`config.mk`:
```
export PLATFORM = sky130hd
export DESIGN_NAME = chunked_upload_crc_checker_unit_flat
export DESIGN_NICKNAME = d
export VERILOG_FILES = /design/src/rtl/core/ucc_pkg.sv /design/src/rtl/core/ucc_in_if.sv /design/src/rtl/core/ucc_out_if.sv /design/src/rtl/core/chunked_upload_crc_checker_unit.sv /design/src/rtl/core/ucc_in_reg.sv /design/src/rtl/core/ucc_session.sv /design/src/rtl/core/ucc_out_reg.sv /design/src/flat_wrapper.sv
export SDC_FILE = /design/constraint.sdc
export NUM_CORES = 1
export LEC_CHECK = 0
export BUFFER_PORTS_ARGS = -buffer_cell sky130_fd_sc_hd__buf_4
export CORE_MARGIN = 2
export CORE_UTILIZATION = 45
export CTS_CLUSTER_SIZE = 24
export DETAILED_ROUTE_END_ITERATION = 8
export MAX_ROUTING_LAYER = met4
export PLACE_DENSITY = 0.73
export SLEW_MARGIN = 40
export SYNTH_ARGS = -nofsm -noshare
export SYNTH_HDL_FRONTEND = slang
export SYNTH_SLANG_ARGS = --single-unit
```
`constraint.sdc`:
```
create_clock -name clk -period 8.6 [get_ports clk]
set_clock_uncertainty 0.1 [all_clocks]
set_input_delay 0.43 -clock clk [delete_from_list [all_inputs] [get_ports clk]]
set_output_delay 0.43 -clock clk [all_outputs]
set_load 0.02 [all_outputs]
```
`src/rtl/core/ucc_pkg.sv`:
```
// ----------------------------------------------------------------------------
// Upload checker package
// Shared codes, item and result types and the byte-wide CRC-32 step.
// ----------------------------------------------------------------------------
`default_nettype none

package ucc_pkg;

  localparam logic [31:0] CRC_POLY = 32'hEDB8_8320;
  localparam logic [31:0] CRC_INIT = 32'hFFFF_FFFF;

  typedef enum logic [1:0] {
    FUNC_START = 2'd0,
    FUNC_CHUNK = 2'd1,
    FUNC_DATA  = 2'd2,
    FUNC_END   = 2'd3
  } func_t;

  typedef enum logic [1:0] {
    OP_START = 2'd0,
    OP_CHUNK = 2'd1,
    OP_END   = 2'd2,
    OP_RSVD  = 2'd3
  } op_t;

  typedef enum logic [2:0] {
    ST_OK           = 3'd0,
    ST_BAD_FRAME    = 3'd1,
    ST_NO_SESSION   = 3'd2,
    ST_TOO_LARGE    = 3'd3,
    ST_CRC_MISMATCH = 3'd4,
    ST_BUSY         = 3'd5,
    ST_STORE_ERROR  = 3'd6,
    ST_RSVD         = 3'd7
  } status_t;

  typedef struct packed {
    logic [1:0]  func;
    logic [31:0] total_length;
    logic [31:0] expected_crc;
    logic [31:0] chunk_offset;
    logic [15:0] chunk_length;
    logic [7:0]  data_byte;
    logic [7:0]  seq;
    logic        path_ok;
    logic        store_accepts;
  } item_t;

  typedef struct packed {
    logic [1:0]  op_echo;
    logic [2:0]  status;
    logic [7:0]  seq_echo;
    logic [31:0] progress;
    logic        abort_writer;
    logic        commit_request;
  } res_t;

  typedef struct packed {
    logic step;
    logic emit;
  } ctrl_t;

  function automatic logic [31:0] crc_byte(input logic [31:0] c, input logic [7:0] b);
    logic [31:0] v;
    v = c ^ {24'h0, b};
    for (int k = 0; k < 8; k++) begin
      v = (v >> 1) ^ (v[0] ? CRC_POLY : 32'h0);
    end
    return v;
  endfunction

endpackage

`default_nettype wire

```
`src/rtl/core/ucc_in_if.sv`:
```
// ----------------------------------------------------------------------------
// Upload checker request channel
// Valid/ready channel carrying one request item.
// ----------------------------------------------------------------------------
`default_nettype none

interface ucc_in_if;
  logic        valid;
  logic        ready;
  logic [1:0]  func;
  logic [31:0] total_length;
  logic [31:0] expected_crc;
  logic [31:0] chunk_offset;
  logic [15:0] chunk_length;
  logic [7:0]  data_byte;
  logic [7:0]  seq;
  logic        path_ok;
  logic        store_accepts;

  modport source (
    output valid, func, total_length, expected_crc, chunk_offset, chunk_length,
           data_byte, seq, path_ok, store_accepts,
    input  ready
  );
  modport sink (
    input  valid, func, total_length, expected_crc, chunk_offset, chunk_length,
           data_byte, seq, path_ok, store_accepts,
    output ready
  );
endinterface

`default_nettype wire

```
`src/rtl/core/ucc_out_if.sv`:
```
// ----------------------------------------------------------------------------
// Upload checker response channel
// Valid/ready channel carrying one response item.
// ----------------------------------------------------------------------------
`default_nettype none

interface ucc_out_if;
  logic        valid;
  logic        ready;
  logic [1:0]  op_echo;
  logic [2:0]  status;
  logic [7:0]  seq_echo;
  logic [31:0] progress;
  logic        abort_writer;
  logic        commit_request;

  modport source (
    output valid, op_echo, status, seq_echo, progress, abort_writer, commit_request,
    input  ready
  );
  modport sink (
    input  valid, op_echo, status, seq_echo, progress, abort_writer, commit_request,
    output ready
  );
endinterface

`default_nettype wire

```
`src/rtl/core/chunked_upload_crc_checker_unit.sv`:
```
// ----------------------------------------------------------------------------
// Chunked upload CRC checker
// Path: input register, then session step, then result register for any response.
// Throughput: one item per cycle while the response side keeps up; the
// byte-wide CRC-32 step between input and result registers sets this.
// Reset: synchronous, active low; clears the session, CRC to all ones.
// ----------------------------------------------------------------------------
`default_nettype none

module chunked_upload_crc_checker_unit import ucc_pkg::*; (
  input  wire logic clk,
  input  wire logic rst_n,
  ucc_in_if.sink    in_ch,
  ucc_out_if.source out_ch
);

  logic  item_valid;
  item_t item;
  logic  emit;
  res_t  res;
  logic  busy;
  ctrl_t ctrl;

  assign ctrl.step = item_valid && !busy;
  assign ctrl.emit = emit;

  ucc_in_reg u_in_reg (
    .clk        (clk),
    .rst_n      (rst_n),
    .in_ch      (in_ch),
    .ctrl       (ctrl),
    .item_valid (item_valid),
    .item       (item)
  );

  ucc_session u_session (
    .clk   (clk),
    .rst_n (rst_n),
    .ctrl  (ctrl),
    .item  (item),
    .emit  (emit),
    .res   (res)
  );

  ucc_out_reg u_out_reg (
    .clk    (clk),
    .rst_n  (rst_n),
    .ctrl   (ctrl),
    .res    (res),
    .out_ch (out_ch),
    .busy   (busy)
  );

  a_commit_ok: assert property (@(posedge clk) disable iff (!rst_n)
    out_ch.valid && out_ch.commit_request |->
      out_ch.status == ST_OK && out_ch.op_echo == OP_END && !out_ch.abort_writer)
    else $error("commit without clean end");

  a_item_held: assert property (@(posedge clk) disable iff (!rst_n)
    item_valid && !ctrl.step |=> item_valid && $stable(item))
    else $error("pending item lost");

  a_stall_no_step: assert property (@(posedge clk) disable iff (!rst_n)
    busy |-> !ctrl.step)
    else $error("step while response stalled");

endmodule

`default_nettype wire

```
`src/rtl/core/ucc_in_reg.sv`:
```
// ----------------------------------------------------------------------------
// Upload checker input register
// Captures one request item and holds it until the session stage steps.
// ----------------------------------------------------------------------------
`default_nettype none

module ucc_in_reg import ucc_pkg::*; (
  input  wire logic clk,
  input  wire logic rst_n,
  ucc_in_if.sink    in_ch,
  input  wire ctrl_t ctrl,
  output logic      item_valid,
  output item_t     item
);

  logic  valid_r, valid_nxt;
  item_t item_r;
  logic  take;

  assign in_ch.ready = !valid_r || ctrl.step;
  assign take        = in_ch.valid && in_ch.ready;
  assign valid_nxt   = take ? 1'b1 : (ctrl.step ? 1'b0 : valid_r);

  always_ff @(posedge clk) begin
    if (!rst_n) begin
      valid_r <= 1'b0;
    end else begin
      valid_r <= valid_nxt;
    end
  end

  always_ff @(posedge clk) begin
    if (take) begin
      item_r <= '{func: in_ch.func, total_length: in_ch.total_length,
                  expected_crc: in_ch.expected_crc, chunk_offset: in_ch.chunk_offset,
                  chunk_length: in_ch.chunk_length, data_byte: in_ch.data_byte,
                  seq: in_ch.seq, path_ok: in_ch.path_ok,
                  store_accepts: in_ch.store_accepts};
    end
  end

  assign item_valid = valid_r;
  assign item       = item_r;

endmodule

`default_nettype wire

```
`src/rtl/core/ucc_session.sv`:
```
// ----------------------------------------------------------------------------
// Upload checker session stage
// Holds the session state, runs the request checks and the CRC update.
// ----------------------------------------------------------------------------
`default_nettype none

module ucc_session import ucc_pkg::*; (
  input  wire logic  clk,
  input  wire logic  rst_n,
  input  wire ctrl_t ctrl,
  input  wire item_t item,
  output logic       emit,
  output res_t       res
);

  logic        session_active_r, session_active_nxt;
  logic        data_phase_r, data_phase_nxt;
  logic [31:0] file_length_r, file_length_nxt;
  logic [31:0] target_crc_r, target_crc_nxt;
  logic [31:0] crc_r, crc_nxt;
  logic [31:0] next_offset_r, next_offset_nxt;
  logic [15:0] bytes_left_r, bytes_left_nxt;
  logic [7:0]  pending_seq_r, pending_seq_nxt;

  logic        clr;
  logic        open;
  logic [32:0] chunk_end;
  logic [31:0] offset_inc;
  op_t         op;

  assign chunk_end  = {1'b0, next_offset_r} + {17'h0, item.chunk_length};
  assign offset_inc = next_offset_r + 32'd1;

  always_comb begin
    case (func_t'(item.func))
      FUNC_START: op = OP_START;
      FUNC_CHUNK: op = OP_CHUNK;
      default:    op = OP_END;
    endcase
  end

  always_comb begin
    session_active_nxt = session_active_r;
    data_phase_nxt     = data_phase_r;
    file_length_nxt    = file_length_r;
    target_crc_nxt     = target_crc_r;
    crc_nxt            = crc_r;
    next_offset_nxt    = next_offset_r;
    bytes_left_nxt     = bytes_left_r;
    pending_seq_nxt    = pending_seq_r;
    clr  = 1'b0;
    open = 1'b0;
    emit = 1'b0;
    res  = '{op_echo: op, status: ST_OK, seq_echo: item.seq, progress: 32'h0,
             abort_writer: 1'b0, commit_request: 1'b0};

    if (func_t'(item.func) == FUNC_DATA) begin
      if (data_phase_r) begin
        crc_nxt         = crc_byte(crc_r, item.data_byte);
        next_offset_nxt = offset_inc;
        bytes_left_nxt  = bytes_left_r - 16'd1;
        if (bytes_left_r == 16'd1) begin
          data_phase_nxt = 1'b0;
          emit           = 1'b1;
          res.op_echo    = OP_CHUNK;
          res.seq_echo   = pending_seq_r;
          res.progress   = offset_inc;
        end
      end
    end else if (data_phase_r) begin
      clr              = 1'b1;
      emit             = 1'b1;
      res.status       = ST_BAD_FRAME;
      res.abort_writer = session_active_r;
    end else begin
      emit = 1'b1;
      unique case (func_t'(item.func))
        FUNC_START: begin
          if (!item.path_ok) begin
            res.status = ST_BAD_FRAME;
          end else begin
            clr              = 1'b1;
            res.abort_writer = session_active_r;
            if (!item.store_accepts) begin
              res.status = ST_STORE_ERROR;
            end else begin
              open = 1'b1;
            end
          end
        end
        FUNC_CHUNK: begin
          if (item.chunk_length == 16'h0) begin
            res.status = ST_BAD_FRAME;
          end else if (!session_active_r) begin
            res.status = ST_NO_SESSION;
          end else if (item.chunk_offset != next_offset_r) begin
            clr              = 1'b1;
            res.status       = ST_BAD_FRAME;
            res.progress     = next_offset_r;
            res.abort_writer = 1'b1;
          end else if (chunk_end > {1'b0, file_length_r}) begin
            clr              = 1'b1;
            res.status       = ST_TOO_LARGE;
            res.abort_writer = 1'b1;
          end else if (!item.store_accepts) begin
            clr              = 1'b1;
            res.status       = ST_BUSY;
            res.abort_writer = 1'b1;
          end else begin
            emit            = 1'b0;
            data_phase_nxt  = 1'b1;
            bytes_left_nxt  = item.chunk_length;
            pending_seq_nxt = item.seq;
          end
        end
        default: begin
          if (!session_active_r) begin
            res.status = ST_NO_SESSION;
          end else if (next_offset_r != file_length_r) begin
            clr              = 1'b1;
            res.status       = ST_BAD_FRAME;
            res.abort_writer = 1'b1;
          end else if ((crc_r ^ CRC_INIT) != target_crc_r) begin
            clr              = 1'b1;
            res.status       = ST_CRC_MISMATCH;
            res.abort_writer = 1'b1;
          end else if (!item.store_accepts) begin
            clr              = 1'b1;
            res.status       = ST_BUSY;
            res.abort_writer = 1'b1;
          end else begin
            clr                = 1'b1;
            res.commit_request = 1'b1;
          end
        end
      endcase
    end

    if (clr) begin
      session_active_nxt = 1'b0;
      data_phase_nxt     = 1'b0;
      file_length_nxt    = 32'h0;
      target_crc_nxt     = 32'h0;
      crc_nxt            = CRC_INIT;
      next_offset_nxt    = 32'h0;
      bytes_left_nxt     = 16'h0;
      pending_seq_nxt    = 8'h0;
    end
    if (open) begin
      session_active_nxt = 1'b1;
      file_length_nxt    = item.total_length;
      target_crc_nxt     = item.expected_crc;
    end
  end

  always_ff @(posedge clk) begin
    if (!rst_n) begin
      session_active_r <= 1'b0;
      data_phase_r     <= 1'b0;
      file_length_r    <= 32'h0;
      target_crc_r     <= 32'h0;
      crc_r            <= CRC_INIT;
      next_offset_r    <= 32'h0;
      bytes_left_r     <= 16'h0;
      pending_seq_r    <= 8'h0;
    end else if (ctrl.step) begin
      session_active_r <= session_active_nxt;
      data_phase_r     <= data_phase_nxt;
      file_length_r    <= file_length_nxt;
      target_crc_r     <= target_crc_nxt;
      crc_r            <= crc_nxt;
      next_offset_r    <= next_offset_nxt;
      bytes_left_r     <= bytes_left_nxt;
      pending_seq_r    <= pending_seq_nxt;
    end
  end

endmodule

`default_nettype wire

```
`src/rtl/core/ucc_out_reg.sv`:
```
// ----------------------------------------------------------------------------
// Upload checker result register
// Holds one response item until the downstream side takes it.
// ----------------------------------------------------------------------------
`default_nettype none

module ucc_out_reg import ucc_pkg::*; (
  input  wire logic  clk,
  input  wire logic  rst_n,
  input  wire ctrl_t ctrl,
  input  wire res_t  res,
  ucc_out_if.source  out_ch,
  output logic       busy
);

  logic valid_r, valid_nxt;
  res_t res_r;
  logic load;

  assign load      = ctrl.step && ctrl.emit;
  assign valid_nxt = load ? 1'b1 : (out_ch.ready ? 1'b0 : valid_r);

  always_ff @(posedge clk) begin
    if (!rst_n) begin
      valid_r <= 1'b0;
    end else begin
      valid_r <= valid_nxt;
    end
  end

  always_ff @(posedge clk) begin
    if (load) begin
      res_r <= res;
    end
  end

  assign busy                  = valid_r && !out_ch.ready;
  assign out_ch.valid          = valid_r;
  assign out_ch.op_echo        = res_r.op_echo;
  assign out_ch.status         = res_r.status;
  assign out_ch.seq_echo       = res_r.seq_echo;
  assign out_ch.progress       = res_r.progress;
  assign out_ch.abort_writer   = res_r.abort_writer;
  assign out_ch.commit_request = res_r.commit_request;

endmodule

`default_nettype wire
```
`src/flat_wrapper.sv`:
```
// flat-port wrapper written by rule: the top's interface ports become plain ports
module chunked_upload_crc_checker_unit_flat import ucc_pkg::*;
  (clk, rst_n, in_ch_valid, in_ch_func, in_ch_total_length, in_ch_expected_crc, in_ch_chunk_offset, in_ch_chunk_length, in_ch_data_byte, in_ch_seq, in_ch_path_ok, in_ch_store_accepts, in_ch_ready, out_ch_valid, out_ch_op_echo, out_ch_status, out_ch_seq_echo, out_ch_progress, out_ch_abort_writer, out_ch_commit_request, out_ch_ready);
  ucc_in_if in_ch_i ();
  ucc_out_if out_ch_i ();
  input  wire logic clk;
  input  wire logic rst_n;
  input wire logic [$bits(in_ch_i.valid)-1:0] in_ch_valid;
  input wire logic [$bits(in_ch_i.func)-1:0] in_ch_func;
  input wire logic [$bits(in_ch_i.total_length)-1:0] in_ch_total_length;
  input wire logic [$bits(in_ch_i.expected_crc)-1:0] in_ch_expected_crc;
  input wire logic [$bits(in_ch_i.chunk_offset)-1:0] in_ch_chunk_offset;
  input wire logic [$bits(in_ch_i.chunk_length)-1:0] in_ch_chunk_length;
  input wire logic [$bits(in_ch_i.data_byte)-1:0] in_ch_data_byte;
  input wire logic [$bits(in_ch_i.seq)-1:0] in_ch_seq;
  input wire logic [$bits(in_ch_i.path_ok)-1:0] in_ch_path_ok;
  input wire logic [$bits(in_ch_i.store_accepts)-1:0] in_ch_store_accepts;
  output wire logic [$bits(in_ch_i.ready)-1:0] in_ch_ready;
  output wire logic [$bits(out_ch_i.valid)-1:0] out_ch_valid;
  output wire logic [$bits(out_ch_i.op_echo)-1:0] out_ch_op_echo;
  output wire logic [$bits(out_ch_i.status)-1:0] out_ch_status;
  output wire logic [$bits(out_ch_i.seq_echo)-1:0] out_ch_seq_echo;
  output wire logic [$bits(out_ch_i.progress)-1:0] out_ch_progress;
  output wire logic [$bits(out_ch_i.abort_writer)-1:0] out_ch_abort_writer;
  output wire logic [$bits(out_ch_i.commit_request)-1:0] out_ch_commit_request;
  input wire logic [$bits(out_ch_i.ready)-1:0] out_ch_ready;
  assign in_ch_i.valid = in_ch_valid;
  assign in_ch_i.func = in_ch_func;
  assign in_ch_i.total_length = in_ch_total_length;
  assign in_ch_i.expected_crc = in_ch_expected_crc;
  assign in_ch_i.chunk_offset = in_ch_chunk_offset;
  assign in_ch_i.chunk_length = in_ch_chunk_length;
  assign in_ch_i.data_byte = in_ch_data_byte;
  assign in_ch_i.seq = in_ch_seq;
  assign in_ch_i.path_ok = in_ch_path_ok;
  assign in_ch_i.store_accepts = in_ch_store_accepts;
  assign in_ch_ready = in_ch_i.ready;
  assign out_ch_valid = out_ch_i.valid;
  assign out_ch_op_echo = out_ch_i.op_echo;
  assign out_ch_status = out_ch_i.status;
  assign out_ch_seq_echo = out_ch_i.seq_echo;
  assign out_ch_progress = out_ch_i.progress;
  assign out_ch_abort_writer = out_ch_i.abort_writer;
  assign out_ch_commit_request = out_ch_i.commit_request;
  assign out_ch_i.ready = out_ch_ready;
  chunked_upload_crc_checker_unit u_core (.clk(clk), .rst_n(rst_n), .in_ch(in_ch_i), .out_ch(out_ch_i));
endmodule
```
==> run_results.csv <==
group,metric,value,unit
status,status,"complete, no violations",
global_route,antenna_found_initial,0,
clocking,clk_pin_slew,0.06,ns
floorplan,die_h,194,um
sta,slew_violations,0,
sta,setup_tns,0,ns
final_layout,layout_common_cells,"buf_4, edfxtp_1, xnor2_1",
final_layout,nets,2035,
final_layout,fill_cells,2987,
yosys,synthTopCellsByArea,"edfxtp_1, dfxtp_1, xnor2_1",
routing,routed_wl,46.1,mm
final_layout,drive_gt1_frac,0.149,
setup_path,crit_type,"reg -> reg",
worst_hold_path,hp-start,"in_ch_valid",
clocking,clkLatencyLatePin,0.55,ns
placed_design,port_buffers,184,
setup_path,worst-r2r-cell-count,19,
floorplan,start_util,0.457,
global_route,overflow,0,
placed_design,placed_cell_area,0.0180,mm^2
floorplan,row_count,69,
yosys,yosysTopAreaCellShare,0.332,
routing,drtIter0Drc,1237,
setup_path,rrSetupSlack,2.17,ns
sta,min_period,6.43,ns
routing,wire_per_inst,19.7,um
setup_path,startpoint_type,"flop",
setup_path,cp.arrival,6.80,ns
yosys,async_flop_share,0,
global_route,grt_pass1_vias,12900,
final_layout,design_area,0.0206,mm^2
sta,setup_violations,0,
routing,vias,13100,
final_layout,area_growth,26.8,%
sta,tightest_slew,0.759,ns
clocking,clk_path_buf_depth,3,
yosys,avgSynthCellArea,10.3,um^2
clocking,cts_tree,"built",
placed_design,globalplace.congestion,0.923,
floorplan,die_w,194,um
global_route,grt_max_degree,91,
floorplan,io-pin-count,185,
sta,fmax,0.156,GHz
yosys,synth_seq_area_share,0.524,
yosys,yosysUniqueCellTypes,60,
clocking,cts_htree_levels,2,
setup_path,cp-startpoint,"u_core.u_session.next_offset_r[0]",
final_layout,multi_input_area,0.00715,mm^2
pwr,power.leakage,7.75,nW
floorplan,dieArea,0.0376,mm^2
run,maxCapViolations,0,
routing,viasPerCell,5.62,
final_layout,regArea,0.00850,mm^2
yosys,netlist_area,0.0162,mm^2
yosys,syn-num-nets,1759,
yosys,synth_edf_count,179,
global_route,grt_pass1_wl,72.5,mm
global_route,grt.total_usage,0.250,
pwr,power_density,179,mW/mm^2
placed_design,dp_hpwl,31.4,mm
pwr,ir_drop,236,uV
pwr,finalPower,3.69,mW
routing,drtPass1Iterations,6,
yosys,ys_ff_latch,335,
clocking,cts_made_buffers,37,
yosys,yosys.area.top_type,"edfxtp_1",
clocking,clock_sink_count,335,
routing,remaining_drc_errors,0,
floorplan,fp.coreArea,0.0355,mm^2
clocking,cts-root-buf,"clkbuf_16",
sta,relSlewSlack,0.490,
setup_path,cp-end-kind,"flop",
yosys,synth_ff_type,"edfxtp_1",
setup_path,endpoint,"u_core.u_session.file_length_r[15]",
final_layout,final_common_cell,"buf_4",
setup_path,rr_endpoint,"u_core.u_session.file_length_r[15]",
sta,finalHoldViolCount,0,
sta,finalCritPeriodShare,0.747,
sta,timing.hold.ws,0.0510,ns
routing,antenna_left,0,
sta,rsz0062_at_grt,"false",
worst_hold_path,hp-class,"in -> reg",
setup_path,cp.required,8.97,ns
setup_path,cp_max_fo,32,
yosys,syn_inst,1571,
setup_path,rr_startpoint,"u_core.u_session.next_offset_r[0]",
yosys,yosys_warnings,0,
final_layout,antenna_cells,0,
synthesized netlist by cell type, types with 3 or more instances:
master and instances:
a211oi_1 3, a21boi_0 5, a21o_1 14, a21oi_1 60
a22o_1 74, a311oi_1 3, a31oi_1 30, a32oi_1 4
and2_1 13, and3_1 15, and4_1 6, buf_1 6
buf_2 4, buf_4 5, buf_6 6, clkbuf_1 80
dfxtp_1 156, edfxtp_1 179, ha_1 51, inv_1 50
nand2_1 108, nand2b_1 9, nand3_1 36, nand4_1 39
nor2_1 130, nor2b_1 8, nor3_1 48, nor4_1 26
o211ai_1 3, o21a_1 3, o21ai_0 110, o21ai_1 19
o31a_1 3, o31ai_1 31, or3_1 6, xnor2_1 165
xor2_1 34
registers in the layout (all words and copies together) (netlist names):
| name | flops |
|---|---|
| u_core.u_out_reg.out_ch.abort_writer | 1 |
| u_core.u_in_reg.item | 132 |
| u_core.u_session.crc_r | 32 |
| u_core.u_session.next_offset_r | 32 |
| u_core.u_session.pending_seq_r | 8 |
| u_core.u_out_reg.out_ch.valid | 1 |
| u_core.u_session.data_phase_r | 1 |
| u_core.u_out_reg.out_ch.progress | 32 |
| u_core.u_out_reg.out_ch.commit_request | 1 |
| u_core.u_out_reg.out_ch.op_echo | 2 |
| u_core.u_session.bytes_left_r | 16 |
| u_core.u_session.file_length_r | 32 |
| u_core.u_out_reg.out_ch.status | 3 |
| u_core.u_session.session_active_r | 1 |
| u_core.u_out_reg.out_ch.seq_echo | 8 |
| u_core.u_in_reg.item_valid | 1 |
| u_core.u_session.target_crc_r | 32 |
worst min path at each step:
stage,to,slack (ns),depth (start not counted)
global route,u_core.u_in_reg.item_valid,0.05,3
global placement,u_core.u_session.file_length_r[5],0.34,1
CTS,u_core.u_in_reg.item[19],0.004,1
floorplan,u_core.u_session.bytes_left_r[12],0.34,2
finish,u_core.u_in_reg.item_valid,0.05,3
detailed placement,u_core.u_session.target_crc_r[15],0.35,1
per-layer routing:
metal,wire (um),GRT usage
met2,21800,0.401
met4,1310,0.0772
met1,20100,0.331
met5,0,-
met3,2950,0.0355
repair_timing:
| action | 4_1_cts | 5_1_grt |
|---|---|---|
| buffers inserted | 0 | 0 |
| resized for setup | 0 | 0 |
| hold endpoints to repair | 131 | 1 |
| hold buffers | 131 | 1 |
cell families after synthesis:
group,Yosys count,share of synthesized area
AOI/OAI and AO/OA,383,0.156
xor gates and xnor gates,200,0.109
DFF,335,0.524
buffers and inverters,151,0.0392
adders and majority gates,52,0.0406
and+or+nand+nor,450,0.132
power breakdown:
group          internal (mW)  total (mW)  switching, mW  leakage (nW)
Clock                  0.966        1.61          0.640         0.601
Sequential              1.74        1.77         0.0297          3.04
Combinational          0.158       0.318          0.160          4.11
worst max-delay path, stage by stage (launching register included):
cell       delay [ns]
dfxtp_1          0.57
ha_1             0.24
inv_1            0.06
fa_1             0.45
nand2b_1         0.19
a21oi_1          0.25
o21ai_0          0.21
and2_1           0.26
nand2b_1         0.28
xnor2_1          0.20
ha_1             0.34
nand4_1          0.18
nor4_1           0.58
nand4_1          0.33
o311a_1          0.27
a2111oi_4        0.67
o21ai_2          0.16
a21boi_4         0.40
buf_4            0.40
a22o_1           0.19
layout make-up:
class / instances / share of cell area
Clock buffer: 54 / 0.0526
Clock inverter: 13 / 0.00730
Inverter: 50 / 0.00913
Multi-Input combinational cell: 1085 / 0.348
Sequential cell: 335 / 0.413
Tap cell: 461 / 0.0281
Timing Repair Buffer: 338 / 0.142
through the flow:
step	setup WS, ns	utilization	cells
after floorplan	2.35	-	1571
after global placement	2.07	0.504	2132
after detailed placement	2.27	0.506	2135
after CTS	2.23	0.578	2333
after global routing	1.71	0.579	2336
final	2.17	0.579	2336
Note: power is estimated with default switching activity, not from simulation.
